File: config.mk
export PLATFORM = sky130hd
export DESIGN_NAME = sliding_window_outcome_counter_top
export DESIGN_NICKNAME = d
export VERILOG_FILES = /design/src/rtl/core/swoc_pkg.sv /design/src/rtl/core/swoc_mod.sv /design/src/rtl/core/swoc_datapath.sv /design/src/rtl/core/swoc_ctrl.sv /design/src/rtl/core/sliding_window_outcome_counter_top.sv
export SDC_FILE = /design/constraint.sdc
export NUM_CORES = 2
export LEC_CHECK = 0
export BUFFER_PORTS_ARGS = -buffer_cell sky130_fd_sc_hd__buf_2
export CAP_MARGIN = 20
export CELL_PAD_IN_SITES_DETAIL_PLACEMENT = 1
export CELL_PAD_IN_SITES_GLOBAL_PLACEMENT = 1
export CORE_MARGIN = 2
export CORE_UTILIZATION = 40
export CTS_BUF_LIST = sky130_fd_sc_hd__clkbuf_2
export DETAILED_ROUTE_END_ITERATION = 10
export GPL_TIMING_DRIVEN = 0
export PLACE_DENSITY_LB_ADDON = 0.15
export SYNTH_ARGS = -nofsm -noshare
export SYNTH_HDL_FRONTEND = slang
export SYNTH_SLANG_ARGS = --single-unit
export TNS_END_PERCENT = 20
File: constraint.sdc
create_clock -name clk -period 7.8 [get_ports clk]
set_input_delay 0.78 -clock clk [delete_from_list [all_inputs] [get_ports clk]]
set_output_delay 0.78 -clock clk [all_outputs]
set_load 0.02 [all_outputs]
File: src/rtl/core/swoc_pkg.sv
// Package for the sliding window outcome counter.
// Holds sizes, action and register codes, request types and a saturating increment helper.
// No dependencies.
package swoc_pkg;

    localparam int MAX_WINDOW   = 64;
    localparam int COUNT_BITS   = 24;
    localparam int TIME_W       = 32;
    localparam int WIN_W        = 7;
    localparam int IDX_W        = $clog2(MAX_WINDOW);
    localparam int SUM_W        = 30;
    localparam int ACT_W        = 2;
    localparam int DIV_CNT_W    = $clog2(TIME_W);
    localparam int ADDR_W       = 3;
    localparam int DATA_W       = 32;
    localparam int WINDOW_RESET = 10;

    // Action codes carried by an input request.
    localparam logic [ACT_W-1:0] ACT_SUCCESS = 2'd0;
    localparam logic [ACT_W-1:0] ACT_FAIL    = 2'd1;
    localparam logic [ACT_W-1:0] ACT_OBSERVE = 2'd2;
    localparam logic [ACT_W-1:0] ACT_CLEAR   = 2'd3;

    // Register index of the window length register.
    localparam logic [ADDR_W-3:0] REG_WINDOW_LEN = '0;

    typedef struct packed {
        logic [ACT_W-1:0]  action;
        logic [TIME_W-1:0] now_sec;
    } in_item_t;

    typedef struct packed {
        logic [SUM_W-1:0] window_total;
        logic [SUM_W-1:0] window_failures;
    } out_item_t;

    typedef enum logic [2:0] {
        ST_IDLE,
        ST_MOD,
        ST_HEAD,
        ST_ZERO,
        ST_SUM,
        ST_DRAIN,
        ST_DONE
    } swoc_state_t;

    // Commands from the controller to the datapath.
    typedef struct packed {
        logic load_item;
        logic head_update;
        logic zero_step;
        logic sum_issue;
        logic out_load;
    } swoc_cmd_t;

    // Status from the datapath to the controller.
    typedef struct packed {
        logic mod_done;
        logic zero_walk;
        logic zero_last;
        logic sum_last;
        logic out_free;
    } swoc_status_t;

    // Saturating increment of one bucket count.
    function automatic logic [COUNT_BITS-1:0] sat_inc(input logic [COUNT_BITS-1:0] v);
        logic [COUNT_BITS-1:0] r;
        if (v == {COUNT_BITS{1'b1}})
        begin
            r = v;
        end
        else
        begin
            r = v + COUNT_BITS'(1);
        end
        return r;
    endfunction

endpackage

File: src/rtl/core/swoc_mod.sv
// Serial remainder unit: one restoring step per cycle over a 32-bit time.
// Depends on swoc_pkg.
module swoc_mod
    import swoc_pkg::*;
(
    input  logic              clk,
    input  logic              rst_n,
    input  logic              start,
    input  logic [TIME_W-1:0] dividend,
    input  logic [WIN_W-1:0]  divisor,
    output logic              done,
    output logic [IDX_W-1:0]  rem
);

    logic                 running_reg;
    logic                 done_reg;
    logic [DIV_CNT_W-1:0] cnt_reg;
    logic [TIME_W-1:0]    quo_reg;
    logic [IDX_W-1:0]     rem_reg;
    logic [IDX_W:0]       trial;
    logic [IDX_W-1:0]     rem_next;
    logic                 last_step;

    // One restoring step: shift in the next dividend bit, subtract if it fits.
    always_comb
    begin
        trial = {rem_reg, quo_reg[TIME_W-1]};
        if (trial >= divisor)
        begin
            rem_next = IDX_W'(trial - divisor);
        end
        else
        begin
            rem_next = IDX_W'(trial);
        end
        last_step = (cnt_reg == DIV_CNT_W'(TIME_W - 1));
    end

    // Control of the iteration.
    always_ff @(posedge clk or negedge rst_n)
    begin
        if (!rst_n)
        begin
            running_reg <= 1'b0;
            done_reg    <= 1'b0;
            cnt_reg     <= '0;
        end
        else
        begin
            done_reg <= running_reg && last_step;
            if (start)
            begin
                running_reg <= 1'b1;
                cnt_reg     <= '0;
            end
            else if (running_reg)
            begin
                cnt_reg <= cnt_reg + DIV_CNT_W'(1);
                if (last_step)
                begin
                    running_reg <= 1'b0;
                end
            end
        end
    end

    // Quotient shifter and partial remainder.
    always_ff @(posedge clk)
    begin
        if (start)
        begin
            quo_reg <= dividend;
            rem_reg <= '0;
        end
        else if (running_reg)
        begin
            quo_reg <= {quo_reg[TIME_W-2:0], 1'b0};
            rem_reg <= rem_next;
        end
    end

    assign done = done_reg;
    assign rem  = rem_reg;

endmodule

File: src/rtl/core/swoc_datapath.sv
// Datapath: window register, bucket memory with valid bits, head time,
// zeroing walk, summing walk and output register. Depends on swoc_pkg, swoc_mod.
module swoc_datapath
    import swoc_pkg::*;
(
    input  logic               clk,
    input  logic               rst_n,
    input  swoc_cmd_t          cmd,
    output swoc_status_t       status,
    input  in_item_t           in_data,
    input  logic               cfg_we,
    input  logic [WIN_W-1:0]   cfg_wdata,
    output logic [WIN_W-1:0]   window_len,
    output logic               out_valid,
    input  logic               out_stall,
    output out_item_t          out_data
);

    logic [WIN_W-1:0]          window_len_reg;
    logic [MAX_WINDOW-1:0]     valid_reg;
    logic [2*COUNT_BITS-1:0]   mem [MAX_WINDOW];
    logic [2*COUNT_BITS-1:0]   rd_data_reg;
    logic                      rd_hit_reg;
    logic                      rd_pend_reg;
    logic [IDX_W-1:0]          rd_idx_reg;
    logic [ACT_W-1:0]          action_reg;
    logic [TIME_W-1:0]         now_reg;
    logic [TIME_W-1:0]         head_sec_reg;
    logic [IDX_W-1:0]          head_slot_reg;
    logic                      head_known_reg;
    logic [IDX_W-1:0]          slot_reg;
    logic [IDX_W-1:0]          zero_ptr_reg;
    logic [WIN_W-1:0]          zero_cnt_reg;
    logic [IDX_W-1:0]          sum_addr_reg;
    logic [SUM_W-1:0]          acc_t_reg;
    logic [SUM_W-1:0]          acc_f_reg;
    logic                      out_valid_reg;
    out_item_t                 out_data_reg;

    logic                      mod_done;
    logic [IDX_W-1:0]          mod_rem;
    logic [WIN_W-1:0]          cfg_clamped;
    logic [TIME_W-1:0]         gap;
    logic                      gap_small;
    logic                      advance;
    logic                      wipe_all;
    logic [IDX_W-1:0]          zero_first;
    logic [IDX_W-1:0]          zero_ptr_next;
    logic [COUNT_BITS-1:0]     entry_t;
    logic [COUNT_BITS-1:0]     entry_f;
    logic                      bump;
    logic [COUNT_BITS-1:0]     new_t;
    logic [COUNT_BITS-1:0]     new_f;
    logic [SUM_W:0]            sum_t;
    logic [SUM_W:0]            sum_f;

    // Remainder unit for the bucket index of the request time.
    swoc_mod u_mod (
        .clk      (clk),
        .rst_n    (rst_n),
        .start    (cmd.load_item),
        .dividend (in_data.now_sec),
        .divisor  (window_len_reg),
        .done     (mod_done),
        .rem      (mod_rem)
    );

    // Clamp a written window length into the supported range.
    always_comb
    begin
        priority if (cfg_wdata == '0)
        begin
            cfg_clamped = WIN_W'(1);
        end
        else if (cfg_wdata > WIN_W'(MAX_WINDOW))
        begin
            cfg_clamped = WIN_W'(MAX_WINDOW);
        end
        else
        begin
            cfg_clamped = cfg_wdata;
        end
    end

    // Head decision: how far time moves and which buckets it passes over.
    always_comb
    begin
        gap       = now_reg - head_sec_reg;
        gap_small = (gap[TIME_W-1:WIN_W] == '0) && (gap[WIN_W-1:0] < window_len_reg);
        advance   = (action_reg != ACT_CLEAR) && head_known_reg && (now_reg > head_sec_reg);
        wipe_all  = advance && !gap_small;
        if (({1'b0, head_slot_reg} + WIN_W'(1)) == window_len_reg)
        begin
            zero_first = '0;
        end
        else
        begin
            zero_first = head_slot_reg + IDX_W'(1);
        end
        if (({1'b0, zero_ptr_reg} + WIN_W'(1)) == window_len_reg)
        begin
            zero_ptr_next = '0;
        end
        else
        begin
            zero_ptr_next = zero_ptr_reg + IDX_W'(1);
        end
    end

    // Bucket update and saturating accumulation of the entry just read.
    always_comb
    begin
        entry_t = rd_hit_reg ? rd_data_reg[2*COUNT_BITS-1:COUNT_BITS] : '0;
        entry_f = rd_hit_reg ? rd_data_reg[COUNT_BITS-1:0] : '0;
        bump    = (rd_idx_reg == slot_reg)
                  && ((action_reg == ACT_SUCCESS) || (action_reg == ACT_FAIL));
        new_t   = bump ? sat_inc(entry_t) : entry_t;
        new_f   = (bump && (action_reg == ACT_FAIL)) ? sat_inc(entry_f) : entry_f;
        sum_t   = {1'b0, acc_t_reg} + (SUM_W + 1)'(new_t);
        sum_f   = {1'b0, acc_f_reg} + (SUM_W + 1)'(new_f);
    end

    // Configuration, valid bits and head state.
    always_ff @(posedge clk or negedge rst_n)
    begin
        if (!rst_n)
        begin
            window_len_reg <= WIN_W'(WINDOW_RESET);
            valid_reg      <= '0;
            head_known_reg <= 1'b0;
            rd_pend_reg    <= 1'b0;
            out_valid_reg  <= 1'b0;
        end
        else
        begin
            rd_pend_reg <= cmd.sum_issue;
            if (cfg_we)
            begin
                window_len_reg <= cfg_clamped;
                valid_reg      <= '0;
                head_known_reg <= 1'b0;
            end
            else if (cmd.load_item && (in_data.action == ACT_CLEAR))
            begin
                valid_reg      <= '0;
                head_known_reg <= 1'b0;
            end
            else if (cmd.head_update)
            begin
                if (wipe_all)
                begin
                    valid_reg <= '0;
                end
                if (action_reg != ACT_CLEAR)
                begin
                    head_known_reg <= 1'b1;
                end
            end
            else if (cmd.zero_step)
            begin
                valid_reg[zero_ptr_reg] <= 1'b0;
            end
            else if (rd_pend_reg && bump)
            begin
                valid_reg[rd_idx_reg] <= 1'b1;
            end
            // Output register: holds a result until it is taken.
            if (cmd.out_load)
            begin
                out_valid_reg <= 1'b1;
            end
            else if (!out_stall)
            begin
                out_valid_reg <= 1'b0;
            end
        end
    end

    // Request capture, walk counters and accumulators.
    always_ff @(posedge clk)
    begin
        if (cmd.load_item)
        begin
            action_reg <= in_data.action;
            now_reg    <= in_data.now_sec;
        end
        if (cmd.head_update)
        begin
            slot_reg     <= mod_rem;
            zero_ptr_reg <= zero_first;
            zero_cnt_reg <= gap[WIN_W-1:0];
            sum_addr_reg <= '0;
            acc_t_reg    <= '0;
            acc_f_reg    <= '0;
            if ((action_reg != ACT_CLEAR) && (!head_known_reg || advance))
            begin
                head_sec_reg  <= now_reg;
                head_slot_reg <= mod_rem;
            end
        end
        if (cmd.zero_step)
        begin
            zero_ptr_reg <= zero_ptr_next;
            zero_cnt_reg <= zero_cnt_reg - WIN_W'(1);
        end
        if (cmd.sum_issue)
        begin
            sum_addr_reg <= sum_addr_reg + IDX_W'(1);
        end
        if (rd_pend_reg)
        begin
            acc_t_reg <= sum_t[SUM_W] ? {SUM_W{1'b1}} : sum_t[SUM_W-1:0];
            acc_f_reg <= sum_f[SUM_W] ? {SUM_W{1'b1}} : sum_f[SUM_W-1:0];
        end
        if (cmd.out_load)
        begin
            out_data_reg.window_total    <= acc_t_reg;
            out_data_reg.window_failures <= acc_f_reg;
        end
    end

    // Bucket memory: one read port for the summing walk, one write port
    // for the incremented bucket in the cycle after its read.
    always_ff @(posedge clk)
    begin
        if (cmd.sum_issue)
        begin
            rd_data_reg <= mem[sum_addr_reg];
            rd_hit_reg  <= valid_reg[sum_addr_reg];
            rd_idx_reg  <= sum_addr_reg;
        end
        if (rd_pend_reg && bump)
        begin
            mem[rd_idx_reg] <= {new_t, new_f};
        end
    end

    // Status toward the controller.
    always_comb
    begin
        status.mod_done  = mod_done;
        status.zero_walk = advance && gap_small;
        status.zero_last = (zero_cnt_reg == WIN_W'(1));
        status.sum_last  = (({1'b0, sum_addr_reg} + WIN_W'(1)) == window_len_reg);
        status.out_free  = !out_valid_reg || !out_stall;
    end

    assign window_len = window_len_reg;
    assign out_valid  = out_valid_reg;
    assign out_data   = out_data_reg;

endmodule

File: src/rtl/core/swoc_ctrl.sv
// Controller state machine: sequences the remainder, head update, zeroing
// walk, summing walk and result hand-off. Depends on swoc_pkg.
module swoc_ctrl
    import swoc_pkg::*;
(
    input  logic         clk,
    input  logic         rst_n,
    input  logic         in_valid,
    output logic         in_stall,
    input  swoc_status_t status,
    output swoc_cmd_t    cmd
);

    swoc_state_t state_reg;
    swoc_state_t state_next;

    // State register.
    always_ff @(posedge clk or negedge rst_n)
    begin
        if (!rst_n)
        begin
            state_reg <= ST_IDLE;
        end
        else
        begin
            state_reg <= state_next;
        end
    end

    // Next state.
    always_comb
    begin
        state_next = state_reg;
        unique case (state_reg)
            ST_IDLE:
            begin
                if (in_valid)
                begin
                    state_next = ST_MOD;
                end
            end
            ST_MOD:
            begin
                if (status.mod_done)
                begin
                    state_next = ST_HEAD;
                end
            end
            ST_HEAD:
            begin
                state_next = status.zero_walk ? ST_ZERO : ST_SUM;
            end
            ST_ZERO:
            begin
                if (status.zero_last)
                begin
                    state_next = ST_SUM;
                end
            end
            ST_SUM:
            begin
                if (status.sum_last)
                begin
                    state_next = ST_DRAIN;
                end
            end
            ST_DRAIN:
            begin
                state_next = ST_DONE;
            end
            ST_DONE:
            begin
                if (status.out_free)
                begin
                    state_next = ST_IDLE;
                end
            end
            default:
            begin
                state_next = ST_IDLE;
            end
        endcase
    end

    // Outputs.
    always_comb
    begin
        in_stall        = (state_reg != ST_IDLE);
        cmd.load_item   = (state_reg == ST_IDLE) && in_valid;
        cmd.head_update = (state_reg == ST_HEAD);
        cmd.zero_step   = (state_reg == ST_ZERO);
        cmd.sum_issue   = (state_reg == ST_SUM);
        cmd.out_load    = (state_reg == ST_DONE) && status.out_free;
    end

endmodule

File: src/rtl/core/sliding_window_outcome_counter_top.sv
// Top level of the sliding window outcome counter.
// Depends on swoc_pkg, swoc_ctrl and swoc_datapath.
//
// Usage:
// - Input channel (in_valid, in_stall, in_data) carries one request: an action
//   (success, failure, observe, clear) and the current time in seconds.
// - Output channel (out_valid, out_stall, out_data) returns one result per
//   request: the window sums of totals and failures after that request.
// - The APB port holds one register, the window length at address 0. Write it
//   only while the block is idle; any write empties the window.
// - One request is worked at a time. The bucket is picked by the bit-serial
//   remainder unit (one bit per cycle over 32 bits). When time moves forward
//   by less than W, the window length, a zeroing walk clears the G buckets
//   passed over (G is 0 otherwise); then the summing walk reads all W buckets
//   of the single-read-port bucket memory. The next request is accepted in
//   the cycle after the load of a result at the earliest.
// - A finished result sits in the output register; the next request is
//   accepted while it waits, and its own result is held back until the
//   register is free. A stalled result keeps its value.
// - Reset empties all buckets, forgets the head time and sets the window
//   length to 10. No clearing pass is needed.
module sliding_window_outcome_counter_top
    import swoc_pkg::*;
(
    input  logic              clk,
    input  logic              rst_n,
    input  logic              in_valid,
    output logic              in_stall,
    input  in_item_t          in_data,
    output logic              out_valid,
    input  logic              out_stall,
    output out_item_t         out_data,
    input  logic              psel,
    input  logic              penable,
    input  logic              pwrite,
    input  logic [ADDR_W-1:0] paddr,
    input  logic [DATA_W-1:0] pwdata,
    output logic [DATA_W-1:0] prdata,
    output logic              pready
);

    swoc_cmd_t        cmd;
    swoc_status_t     status;
    logic             cfg_we;
    logic             reg_hit;
    logic [WIN_W-1:0] window_len;

    // Register decode for the configuration port.
    assign reg_hit = (paddr[ADDR_W-1:2] == REG_WINDOW_LEN);
    assign cfg_we  = psel && penable && pwrite && reg_hit;
    assign pready  = 1'b1;
    assign prdata  = reg_hit ? DATA_W'(window_len) : '0;

    swoc_ctrl u_ctrl (
        .clk      (clk),
        .rst_n    (rst_n),
        .in_valid (in_valid),
        .in_stall (in_stall),
        .status   (status),
        .cmd      (cmd)
    );

    swoc_datapath u_datapath (
        .clk        (clk),
        .rst_n      (rst_n),
        .cmd        (cmd),
        .status     (status),
        .in_data    (in_data),
        .cfg_we     (cfg_we),
        .cfg_wdata  (pwdata[WIN_W-1:0]),
        .window_len (window_len),
        .out_valid  (out_valid),
        .out_stall  (out_stall),
        .out_data   (out_data)
    );

`ifndef ASSERT_OFF
    // A request in work blocks the next one.
    a_busy_after_accept: assert property (@(posedge clk) disable iff (!rst_n)
        (in_valid && !in_stall) |=> in_stall)
        else $error("request accepted while another is in work");

    // A new result never overwrites one that is still held.
    a_no_overwrite: assert property (@(posedge clk) disable iff (!rst_n)
        cmd.out_load |-> !(out_valid && out_stall))
        else $error("held result overwritten");

    // The zeroing walk and the summing walk never run together.
    a_walks_exclusive: assert property (@(posedge clk) disable iff (!rst_n)
        cmd.zero_step |-> !cmd.sum_issue && !cmd.head_update)
        else $error("zeroing walk overlaps another step");
`endif

endmodule
After elaboration in Yosys (flattened, before gate mapping)
Memory sizes are Yosys's and may differ from the RTL's. A register that Yosys moved wholly into a read port is not among the register bits. Cells that the tools add are included.

Reduce and logical (&&, ||, !) cells: 41. Add/sub/neg operators: 14. $lt $le $gt $ge: 9. Mux-type cells: 57. Equal/unequal tests: 24. Bitwise gates (word level): 4.

Operator list (count): two-way mux 64 bit (6); two-way mux 30 bit (5); two-way mux 24 bit (6); bitwise AND 64 bit (1); two-way mux 32 bit (2); inverter 64 bit (1); bitwise OR 64 bit (1); adder 30 x 24 -> 31 bit (2); adder 24 x 1 -> 24 bit, second input constant (2); equality test 24 bit, second input constant (2); two-way mux 6 bit (7); two-way mux 7 bit (5); greater-than comparator 32 bit (1); subtractor 32 bit (1); zero test 25 bit (1); adder 6 x 1 -> 7 bit, second input constant (3); equality test 7 bit (3); less-than comparator 6 x 7 -> 1 bit, second input constant (3); one-hot mux 3 bit (7 select lines) (1); adder 6 x 1 -> 6 bit, second input constant (3); logical AND 1 bit (18); two-way mux 3 bit (6); two-way mux 1 bit (14); demux 1 bit (select 6 bit) (2); 31 further kinds (53).

Memories kept: 1. Register bits after elaboration: 346. Memory bits (writable): 3072. Output and inout port bits: 95.

Memories: u_datapath.mem (depth 64, bits a word 48, read ports 1, clocked after memory_dff 1, write ports 1, RTL line swoc_datapath.sv:21) `logic [2*COUNT_BITS-1:0] mem [MAX_WINDOW];`.

Depth between registers and ports, before layout
Word-level depth: 10. Mapped depth: 26.

Modules after synthesis
Synthesis repeated with hierarchy kept, for this count alone.

Cells, all modules: 6489. Area, all modules: 139000.8 µm².

By module, submodules not included: swoc_datapath (seq. area each 102270.6 µm², area each 136220.6 µm², cells an instance 6251, instances 1); swoc_mod (seq. area each 1256.2 µm², area each 2248.4 µm², cells an instance 171, instances 1); sliding_window_outcome_counter_top (seq. area each 0.0 µm², area each 274.0 µm², cells an instance 36, instances 1); swoc_ctrl (seq. area each 75.1 µm², area each 257.7 µm², cells an instance 31, instances 1).

Worst setup path before layout
Ideal clock, no wire load.

Path kind: register to register. From: register u_datapath.rd_idx_reg[3]. To: register u_datapath.acc_t_reg[16] (data pin). Data arrival time: 7.843 ns. Stages on the path, launching flop included: 23. Slack: -0.183 ns. Clock period less this slack: 7.983 ns. Path buffers: 3. Setup time: 0.140 ns. Cell sequence: edfxtp_1 -> clkbuf_1 -> xor2_1 -> or4_1 -> nor4_4 -> a21boi_1 -> and2b_1 -> nand2b_1 -> or3_1 -> a21boi_0 -> ha_1 -> a21o_1 -> a21o_1 -> a21oi_1 -> nor2_1 -> a2111oi_0 -> o41ai_1 -> nor3b_1 -> and3_1 -> buf_2 -> buf_2 -> nor2_1 -> nor2_1.

Longest elaborated chain between the ends: 6.

RTL lines: start: declaration (RTL line swoc_datapath.sv:25) `logic [IDX_W-1:0] rd_idx_reg;`; start signal: assignment (RTL line swoc_datapath.sv:230) `rd_idx_reg <= sum_addr_reg;`; equality test 6 bit (RTL line swoc_datapath.sv:115) `bump = (rd_idx_reg == slot_reg)`; logical AND 1 bit (RTL line swoc_datapath.sv:116) `&& ((action_reg == ACT_SUCCESS) || (action_reg == ACT_FAIL));`; two-way mux 24 bit (RTL line swoc_datapath.sv:117) `new_t = bump ? sat_inc(entry_t) : entry_t;`; named net u_datapath.new_t[14] (RTL line swoc_datapath.sv:52) `logic [COUNT_BITS-1:0] new_t;`; adder 30 x 24 -> 31 bit (RTL line swoc_datapath.sv:119) `sum_t = {1'b0, acc_t_reg} + (SUM_W + 1)'(new_t);`; two-way mux 30 bit (RTL line swoc_datapath.sv:212) `acc_t_reg <= sum_t[SUM_W] ? {SUM_W{1'b1}} : sum_t[SUM_W-1:0];`; two-way mux 30 bit (RTL line swoc_datapath.sv:210) `if (rd_pend_reg)`; end signal: assignment (RTL line swoc_datapath.sv:212); end: declaration (RTL line swoc_datapath.sv:35) `logic [SUM_W-1:0] acc_t_reg;`.

The timed path passes the listed nets, and every way through them passes these cells. A chain may end at the register's enable or synchronous reset.

Final worst setup path
From: register u_datapath.rd_idx_reg[3]. To: register u_datapath.acc_t_reg[1] (data pin).

Same word-level chain as after synthesis.

==> results.ini <==
[place]
io_buffers=117
place_inst=11550
gp_congestion=0.788
hpwl_um=306000

[die]
die_w_um=593
die_area_um2=351000
die_height_um=593
core-area_um2=345000
row_count=216
io-pin-count=171
start_util=0.401

[layout]
finalNonFillerCells=13275
layout.nets=8216
syn_to_final_growth_pct=17.0
drive_gt1_frac=0.363
largest_reg_flops=3072

[pwr]
swShare=0.360
powerDensity_nw_per_um2=358
power_frac_comb=0.372
power_leakage_nw=53.9
irDropWorstVdd_v=0.000209
power.net_switching_mw=20.9
seqPwrFrac=0.414
clkPwrFrac=0.213
p_int_mw=37.1

[critical_path]
end_kind=flop
worstSetupPathType=flop to flop
cp_max_fo=45
cp-start-kind=flop
critPathSlowestCell=or4_1
cp_slowest_stage_delay_ns=0.54
rrSetupSlack_ns=0.25
worstPathRequired_ns=9.71
crit_arrival_ns=9.46

[global_routing]
track_usage=0.248
grt_pass1_wl_um=609000
overflow=0
grt_pass1_vias=79919
grt_max_degree=67
grt_antenna_before_repair=20

[flow_run]
maxCapViolCount=0

[clock_network]
cts.htree.levels=6
clk_pin_slew_ns=0.10
cts_tree=yes
clock_path_buffers=4
ctsRootBufferMaster=clkbuf_2
clk_latency_ns=2.34
clock_sink_count=3466
cts_buffers=878

[route]
drcViolationCount=0
first_pass_iters=5
num_vias=75775
ant_nets=0
routedWlPerCell_um=32.7
drt-vias-per-instance=5.71
drt-initial-drc-count=7558
routed_wl_um=435000

[timing]
period_share=0.968
whs_ns=0.368
clock_skew_ns=0.210
relSlewSlack=0.211
fmax_ghz=0.132
worst_slew_pin_slew_ns=1.18
setup_violations=0
report.final.slew_viol_count=0
report.final.hold_viol_count=0
min_period_ns=7.55

[logic_synthesis]
synthArstFlopShare=0.0242
netlist_instances=6508
synth.avg_cell_area_um2=21.3
synth.distinct_cells=87
yosys_warnings=0
synth_area_um2=139000
synth-edff-count=3376
synth_seq_cells=3466
synth-seq-area-share=0.748
synth_ff_type=edfxtp_1

[run_status]
status=finished, final reports clean

[min_path]
hp-class=input pin to flop

[per-stage QoR]
step / cell area (um^2) / utilization / total power, mW / setup WS (ns) / setup TNS, ns
after global placement: 145000 / 0.420 / 44.1 / -5.86 / -5258.18
after detailed placement: 152000 / 0.441 / 46.0 / -0.821 / -30.39
after floorplan: 139000 / - / 36.4 / 0.340 / 0
final: 162000 / 0.469 / 58.0 / 0.251 / 0
after global routing: 162000 / 0.469 / 60.6 / -0.0435 / -0.213
after CTS: 162000 / 0.468 / 58.5 / 0.00523 / 0
[cell usage after synthesis (all sizes together), types with 9 or more instances]
cell / number / share of area
mux2i: 11 / 0.00079
o21ai: 119 / 0.0058
ha: 102 / 0.0092
nand2b: 25 / 0.0011
or3: 13 / 0.00059
nand2: 280 / 0.0076
and3: 28 / 0.0013
dfrtp: 82 / 0.015
a31oi: 23 / 0.0011
edfxtp: 3376 / 0.73
mux4: 1029 / 0.17
o211ai: 10 / 0.00054
inv: 72 / 0.0020
xnor2: 86 / 0.0054
nor3: 34 / 0.0012
a22oi: 67 / 0.0036
nor4: 11 / 0.00070
nand3: 59 / 0.0021
clkbuf: 227 / 0.0062
nor2: 229 / 0.0062
a211oi: 12 / 0.00065
a21oi: 154 / 0.0056
o21a: 11 / 0.00060
a2111oi: 9 / 0.00070
buf: 121 / 0.0044
xor2: 60 / 0.0038
and2: 37 / 0.0017
nor2b: 12 / 0.00054
nand4: 31 / 0.0014
a21o: 50 / 0.0027
o22ai: 11 / 0.00050
[cells in the final DEF, fill, tap and decap left out, drive strengths merged, types with 11 or more instances in the layout]
cell            n
o21ai         119
nor2b          12
o22ai          11
xnor2          87
a22oi          67
and2           37
and3           28
clkinv        219
nor2          229
nand2b         25
a21oi         154
inv            94
diode          20
nand3          59
dlygate4sd3   151
nor4           11
conb           26
mux4         1029
nand4          31
edfxtp       3376
a211oi         12
nand2         280
o21a           11
or3            13
a31oi          23
nor3           34
ha            102
buf           590
a21o           50
xor2           61
dfrtp          82
clkbuf       1491
mux2i          11
[critical path, delay by kind of cell, from the launching register on]
| family | cells | cell delay [ns] |
|---|---|---|
| AO/OA/AOI/OAI | 6 | 1.69 |
| XOR/XNOR | 2 | 0.35 |
| adder cells (fa/ha/maj) | 1 | 0.35 |
| buffers and inverters | 7 | 1.55 |
| flip-flops | 1 | 0.38 |
| AND/OR/NAND/NOR | 11 | 2.79 |
[cell type report]
cell class,instances,area (um^2)
antenna,20,50.0
buffer,348,1530
clock buffer,1265,6330
clock inverter,258,1480
fill,32279,183000
inverter,72,273
multi-input combinational,2649,34400
sequential,3466,104000
tap,4578,5730
timing repair buffer,619,8750
[final timing paths]
kind	to	startpoint	depth (start not counted)
setup / recovery	u_datapath.acc_t_reg[1]	u_datapath.rd_idx_reg[3]	27
hold / removal	u_datapath.now_reg[11]	in_data[11]	4
setup reg to reg	u_datapath.acc_t_reg[1]	u_datapath.rd_idx_reg[3]	27
hold reg to reg	u_datapath.out_data[44]	u_datapath.acc_t_reg[14]	0
max in group asynchronous	u_datapath.valid_reg[17]	rst_n	7
min in group asynchronous	u_datapath.out_valid	rst_n	6
[power by group through the flow]
stage / clock network, mW / registers, mW / logic (mW)
after floorplan: 0 / 24.4 / 12.0
after global placement: 0 / 24.9 / 19.2
after detailed placement: 0 / 24.4 / 21.5
after CTS: 12.8 / 24.0 / 21.7
after global routing: 13.6 / 24.1 / 22.9
final: 12.4 / 24.0 / 21.6
[repair_timing]
item,4_1_cts,5_1_grt
hold endpoints to repair,309,0
setup buffers,2,2
setup endpoints to repair,56,43
hold buffers,151,0
resized for setup,5,7
gates cloned,1,3
pin swaps,3,4
[cell families after synthesis]
kind of cell / Yosys count / synth area share
AO/OA/AOI/OAI: 522 / 0.0254
XOR/XNOR: 146 / 0.00923
adder cells (fa/ha/maj): 106 / 0.00979
buffers and inverters: 421 / 0.0127
flip-flops: 3466 / 0.748
multiplexers: 1048 / 0.169
other: 2 / 0.0000542
AND/OR/NAND/NOR: 797 / 0.0266
[routing by layer]
metal | GRT usage | vias up | wire length (um)
met2 | 0.403 | 3041 | 210000
met4 | 0.0849 | 0 | 13600
met3 | 0.0384 | 677 | 27700
met5 | 0 | - | 0
met1 | 0.343 | 41238 | 183000
li1 | - | 30819 | -
Note: power is estimated with default switching activity, not from simulation.
